===== src/design/edf_pkg.sv =====
package edf_pkg;

   typedef enum logic [1:0] {
      CMD_LOAD    = 2'd0,
      CMD_TICK    = 2'd1,
      CMD_RESTART = 2'd2
   } command_type;

   localparam int TIME_W  = 32;
   localparam int FIELD_W = 16;
   localparam int COUNT_W = 5;
   localparam int SLOT_W  = 4;

   // Per-cell strobes driven by the sequencer.
   typedef struct packed {
      logic load;
      logic restart;
      logic dec;
   } cell_ctrl_type;

   // Running best candidate that walks down the chain.
   typedef struct packed {
      logic              valid;
      logic              found;
      logic [TIME_W-1:0] deadline;
   } token_type;

endpackage


===== src/design/edf_cell.sv =====
module edf_cell
   import edf_pkg::*;
#(
   parameter int IDX_W = 4
) (
   input  logic               clock,
   input  logic               reset,
   input  cell_ctrl_type      ctrl,
   input  logic               active,
   input  logic [IDX_W-1:0]   cell_id,
   input  logic [TIME_W-1:0]  now,
   input  logic [FIELD_W-1:0] ld_exec,
   input  logic [FIELD_W-1:0] ld_period,
   input  logic [FIELD_W-1:0] ld_deadline,
   input  token_type          tok_in,
   input  logic [IDX_W-1:0]   chosen_in,
   output token_type          tok_out,
   output logic [IDX_W-1:0]   chosen_out
);

   logic [FIELD_W-1:0] exec_ff;
   logic [FIELD_W-1:0] period_ff;
   logic [FIELD_W-1:0] dl_ff;
   logic [TIME_W-1:0]  sum_ff;
   logic [FIELD_W-1:0] rem_ff;
   logic [TIME_W-1:0]  nr_ff;
   logic [TIME_W-1:0]  ad_ff;
   token_type          tok_ff;
   logic [IDX_W-1:0]   chosen_ff;

   logic               release_now;
   logic [FIELD_W-1:0] rem_in;
   logic [TIME_W-1:0]  ad_in;
   logic [TIME_W-1:0]  diff;
   logic               take;
   token_type          tok_in_next;
   logic [IDX_W-1:0]   chosen_in_next;

   always_comb begin
      release_now = tok_in.valid && active && (nr_ff == now);
      rem_in      = release_now ? exec_ff : rem_ff;
      ad_in       = release_now ? sum_ff : ad_ff;
      // serial-number order: earlier when the difference has its top bit set
      diff        = ad_in - tok_in.deadline;
      take        = tok_in.valid && active && (rem_in != '0)
                    && (!tok_in.found || diff[TIME_W-1]);
      tok_in_next = tok_in;
      chosen_in_next = chosen_in;
      if (take) begin
         tok_in_next.found    = 1'b1;
         tok_in_next.deadline = ad_in;
         chosen_in_next       = cell_id;
      end
   end

   // Task tables: undefined until loaded.
   always_ff @(posedge clock) begin
      if (ctrl.load) begin
         exec_ff   <= ld_exec;
         period_ff <= ld_period;
         dl_ff     <= ld_deadline;
      end
      // now is stable while a tick walks the chain
      sum_ff    <= now + {{(TIME_W-FIELD_W){1'b0}}, dl_ff};
      chosen_ff <= chosen_in_next;
   end

   always_ff @(posedge clock) begin
      tok_ff.found    <= tok_in_next.found;
      tok_ff.deadline <= tok_in_next.deadline;
      if (reset) begin
         rem_ff       <= '0;
         nr_ff        <= '0;
         ad_ff        <= '0;
         tok_ff.valid <= 1'b0;
      end else begin
         tok_ff.valid <= tok_in.valid;
         if (ctrl.restart || ctrl.load) begin
            rem_ff <= '0;
            nr_ff  <= '0;
            ad_ff  <= '0;
         end else if (release_now) begin
            rem_ff <= exec_ff;
            ad_ff  <= sum_ff;
            nr_ff  <= nr_ff + {{(TIME_W-FIELD_W){1'b0}}, period_ff};
         end else if (ctrl.dec) begin
            rem_ff <= rem_ff - FIELD_W'(1);
         end
      end
   end

   assign tok_out    = tok_ff;
   assign chosen_out = chosen_ff;

endmodule


===== config.mk =====
export PLATFORM = sky130hd
export DESIGN_NAME = edf_cell
export DESIGN_NICKNAME = d
export VERILOG_FILES = /design/src/design/edf_pkg.sv /design/src/design/edf_cell.sv
export SDC_FILE = /design/constraint.sdc
export NUM_CORES = 1
export LEC_CHECK = 0
export ABC_CLOCK_PERIOD_IN_PS = 5100
export BUFFER_PORTS_ARGS = -buffer_cell sky130_fd_sc_hd__buf_4
export CORE_ASPECT_RATIO = 1.1
export CORE_MARGIN = 1
export CORE_UTILIZATION = 55
export CTS_CLUSTER_SIZE = 24
export DETAILED_ROUTE_END_ITERATION = 10
export GPL_TIMING_DRIVEN = 0
export MAX_ROUTING_LAYER = met4
export PLACE_DENSITY = 0.82
export SKIP_CTS_REPAIR_TIMING = 1
export SYNTH_ARGS = -nofsm -noshare
export SYNTH_HDL_FRONTEND = slang
export SYNTH_SLANG_ARGS = --single-unit

===== constraint.sdc =====
create_clock -name clock -period 5.1 [get_ports clock]
set_input_delay 0.765 -clock clock [delete_from_list [all_inputs] [get_ports clock]]
set_output_delay 0.765 -clock clock [all_outputs]
set_load 0.005 [all_outputs]

* Yosys cells after proc, flatten, opt, wreduce, memory -nomap -nowiden *
Index checks and enable logic that the tools add are counted.

word-level totals
  output and inout port bits = 38
  input port bits = 128
  register bits after elaboration = 198
  logic and storage cells = 32

operators by class
  equal/unequal tests = 1
  reduce and logical (&&, ||, !) cells = 10
  $add $sub $neg = 4
  muxes and demuxes = 6

operators by type and width
  kind                     count
  $add A32 B16 Y32         2
  $mux W32                 2
  $mux W16                 3
  $eq A32 B32 Y1           1
  $sub A32 B32 Y32         1
  $reduce_bool A16 Y1      1
  $sub A16 B1 Y16 const B  1
  $logic_and A1 B1 Y1      4
  $mux W4                  1
  $logic_or A1 B1 Y1       2
  $reduce_bool A2 Y1       1
  $reduce_or A2 Y1         1
  $logic_not A1 Y1         1

* Logic depth before layout (Yosys ltp) *
  depth after elaboration = 7
  mapped depth = 21
  gate-level depth less buffers = 16

* Worst setup path before layout *
OpenSTA, ideal clock, no wires.

  path type = input -> register
  start point = input now[21]
  end point = register tok_ff (netlist bit tok_out[10])
  path slack = 610 ps
  path buffers = 4
  stages = 20
  setup time = 121 ps
  required time = 4979 ps
  arrival time = 4369 ps
  path through = buf_2 > xnor2_1 > nand3_1 > or3_1 > nor3_2 > clkbuf_1 > nand2_1 > nand2_1 > ha_1 > a21o_1 > a21o_1 > a21oi_1 > o21a_1 > nand3_1 > o211ai_1 > a21oi_1 > o31a_1 > buf_6 > buf_6 > mux2_4

RTL lines
  what                RTL line        text
  start: declaration  edf_cell.sv:11  input logic [TIME_W-1:0] now,
  end: declaration    edf_cell.sv:28  token_type tok_ff;

==> qor.txt <==
ROUTE
----------------------------------------------------------------------------------
Mean routed wirelength per cell .....................................     16.39 um
Via density .........................................................        5.622
Number of vias in the routed layout .................................        8,265
Final routed DRC violation total ....................................            0
Initial DRC count ...................................................          615
Count of nets left with antenna violations after detail routing .....            0
WL final ............................................................    24,090 um
Drt pass-1 iters ....................................................            5

TIMING
----------------------------------------------------------------------------------
Peak clock frequency supported by timing ............................    206.4 MHz
Final WS setup ......................................................    0.2544 ns
Period utilization ..................................................       95.01%
Final Hold Slack ....................................................    0.4724 ns
Final setup viols ...................................................            0
Count of final hold-check violations ................................            0
Relative slew slack .................................................       26.89%
Fin crit period .....................................................     4.846 ns
Slew @ Worst Pin ....................................................     1.097 ns
Clock skew after layout .............................................   0.01097 ns
Final TNS setup .....................................................         0 ns
RSZ-0062 raised after global routing ................................           no
Final Slew Violations ...............................................            0

LOGIC SYNTHESIS
----------------------------------------------------------------------------------
Top area cells in the synthesized netlist ........................... dfxtp_1 (30%), edfxtp_1 (14%), ha_1 (7.9%), nand2_1 (5.6%), xnor2_1 (5.0%)
Syn Nets ............................................................        1,230
Most instantiated flip-flop cell in the synthesis netlist ...........      dfxtp_1
Yosys warnings ......................................................            0
Synthesized area .................................................... 0.01004 sq mm
Post-synth EDFFs ....................................................           48
Share of the yosys chip area belonging to registers .................       44.27%
Flop and latch count out of synthesis ...............................          198
Count of distinct cell types in the synthesized netlist .............           70
Asr flop ratio synth ................................................           0%
Yosys top cell by area ..............................................      dfxtp_1
Mapped Avg Cell Area ................................................  9.681 sq um
Number of instances in the synthesized netlist ......................        1,037
Most instantiated cells after synthesis ............................. dfxtp_1 (150), nand2_1 (150), ha_1 (63)
Area fraction of the dominant cell type after synthesis .............       29.91%

JOB
----------------------------------------------------------------------------------
Max-capacitance violation count .....................................            0

CLOCKING
----------------------------------------------------------------------------------
Clock network latency to the later pin of the worst-skew pair .......      0.43 ns
CTS tree ............................................................         done
Num CTS Buffers .....................................................           17
Buffer depth of the longest clock path ..............................            2
Clock-pin transition on the worst setup and hold timing paths .......      0.08 ns
Sinks on the clock net ..............................................          198
Number of levels the H-tree was split into ..........................            4
Clock Tree Root .....................................................    clkbuf_16

GLOBAL ROUTE
----------------------------------------------------------------------------------
Maximum number of pins on one net before global-route repair ........           51
Wire length of the first global-routing pass ........................    37,690 um
GRT Max-Usage Layer .................................................         met2
Number of antenna violations at the first check in global routing ...            2
Global-route track usage on met2 ....................................       45.47%
Via count of the first global-routing pass ..........................        7,785
GR Layer Usage met3 .................................................       4.877%
Overflow after GRT ..................................................            0
Total track usage ...................................................       27.01%
Met1 layer usage reported by global route ...........................       30.62%

PLACED DESIGN
----------------------------------------------------------------------------------
Worst setup slack after placement ...................................   -0.3029 ns
Cell Area, Placed ................................................... 0.01155 sq mm
Routability-driven placement congestion ratio .......................       0.9586
Hpwl dp .............................................................    18,490 um
Port-buffer cells ...................................................          161

FLOORPLANNING
----------------------------------------------------------------------------------
Starting density of the core ........................................       56.39%
Floorplan row count .................................................           51
Floorplan die area .................................................. 0.01880 sq mm
Standard cell core area ............................................. 0.01780 sq mm
# IOs ...............................................................          166
Vertical die dimension ..............................................     143.7 um
Die width ...........................................................     130.8 um

STATUS
----------------------------------------------------------------------------------
Outcome .............................................................    completed

WORST SETUP PATH
----------------------------------------------------------------------------------
Worst flop-to-flop path startpoint ..................................    nr_ff[23]
Worst Reg2Reg Path Length in Cells ..................................           19
Worst Setup End Kind ................................................         flop
Register-to-register setup slack ....................................      0.33 ns
Highest fanout seen on the critical path ............................           10
Setup Crit Path Kind ................................................ input pin to flop
Launching instance or port of the critical path .....................      now[23]
Critical Path AT ....................................................      5.17 ns
Crit path launch type ...............................................    input pin
FF-to-FF End ........................................................  tok_out[28]
Worst setup path endpoint ...........................................  tok_out[28]
Data required time of the critical path .............................      5.42 ns

MIN PATH
----------------------------------------------------------------------------------
Type of the tightest min-delay check ................................ flop to flop

CELLS AND AREA
----------------------------------------------------------------------------------
Share of final-layout standard cells stronger than drive strength 1 .       20.81%
Fill count ..........................................................        1,359
Design Area, Final .................................................. 0.01215 sq mm
Area growth from synthesis to final layout ..........................       20.97%
FF/Latch Area ....................................................... 0.004444 sq mm
Net total in the final layout .......................................        1,410
Area taken by multi-input logic gates ............................... 0.005189 sq mm

POWER AND IR DROP
----------------------------------------------------------------------------------
PnR Total Power .....................................................   0.003555 W
Worst voltage drop across the vdd grid ..............................     267.7 uV
LEAKAGE .............................................................     5.396 nW
Power density cells ................................................. 292.7 mW/mm^2

-- sequential cells by signal, summed over array words and instances, names as in the netlist --
| name | count |
|---|---|
| ad_ff | 32 |
| dl_ff | 16 |
| nr_ff | 32 |
| rem_ff | 16 |
| exec_ff | 16 |
| period_ff | 16 |
| sum_ff | 32 |
| chosen_out | 4 |
| tok_out | 34 |
-- routing by layer --
metal,vias to the layer above,wire [um]
met5,-,0
met3,79,1660
li1,4030,-
met4,0,952
met2,370,11950
met1,3786,9525
-- cell type report --
type	instances	area share, %
Tap cell	238	2.452
Timing Repair Buffer	161	9.952
Clock inverter	15	1.360
Antenna cell	2	0.04121
Clock buffer	17	3.503
Sequential cell	198	36.59
Inverter	56	1.731
Buffer	39	1.648
Multi-Input combinational cell	744	42.72
-- through the flow --
step                      utilization [%]  instances
after floorplan                         -       1037
after global placement              64.85       1436
after detailed placement            64.85       1436
after CTS                           68.17       1468
after global routing                68.22       1470
final                               68.22       1470
-- power by group --
part	internal (W)	total [W]	switching (W)
sequential	0.00171	0.00175	0.0000385
clock	0.000696	0.00133	0.000638
combinational	0.000241	0.000468	0.000227
-- cell usage in the layout, fill, tap and decap left out, types with 5 or more instances in the layout --
cell type	count
buf_4	162
nand2_1	150
dfxtp_1	150
ha_1	63
xnor2_1	57
inv_1	56
a21oi_1	53
nor2_1	52
edfxtp_1	48
and2_1	32
nand3_1	30
mux2_4	29
xor2_1	28
o21ai_0	25
a21o_1	23
nand4_1	21
clkbuf_1	21
nor3_1	17
clkbuf_16	17
a211oi_1	16
and3_1	14
nor4_1	13
or4_1	9
or3_1	7
o211ai_1	7
nand2b_1	7
o31ai_1	6
mux2_2	6
buf_2	5
nor2b_1	5
a31oi_1	5
-- kinds of logic (layout without fill, tap and decap cells) --
group / Yosys count / in the layout / synth area share [%]
buf+inv: 95 / 288 / 4.050
compound gates: 168 / 168 / 10.97
flops: 198 / 198 / 44.27
xor+xnor: 85 / 85 / 7.415
other cells: 0 / 2 / 0
fa+ha+maj: 65 / 65 / 8.250
mux: 40 / 40 / 5.546
simple gates: 386 / 386 / 19.50
-- worst max-delay path, stage by stage --
cell and delay (ns):
buf_4 0.14, xnor2_1 0.30, nand4_1 0.19, or3_1 0.43, nor3_2 0.52, clkbuf_1 0.40, nand2_1 0.10, nand2_1 0.14
ha_1 0.27, a21o_1 0.16, a21o_1 0.17, a21oi_1 0.14, o21a_1 0.16, nand3_1 0.09, o211ai_1 0.21, a21oi_1 0.09
o31a_1 0.29, buf_6 0.15, buf_6 0.16, mux2_4 0.30
-- worst min path at each step --
stage	from	end	slack [ns]	cells past startpoint
global placement	dl_ff[0]	sum_ff[0]	0.45	1
detailed placement	dl_ff[0]	sum_ff[0]	0.45	1
CTS	dl_ff[0]	sum_ff[0]	0.48	1
global route	ld_exec[6]	exec_ff[6]	0.48	1
floorplan	dl_ff[0]	sum_ff[0]	0.44	1
finish	dl_ff[0]	sum_ff[0]	0.47	1
No activity file was read; power rests on OpenSTA's default activity.
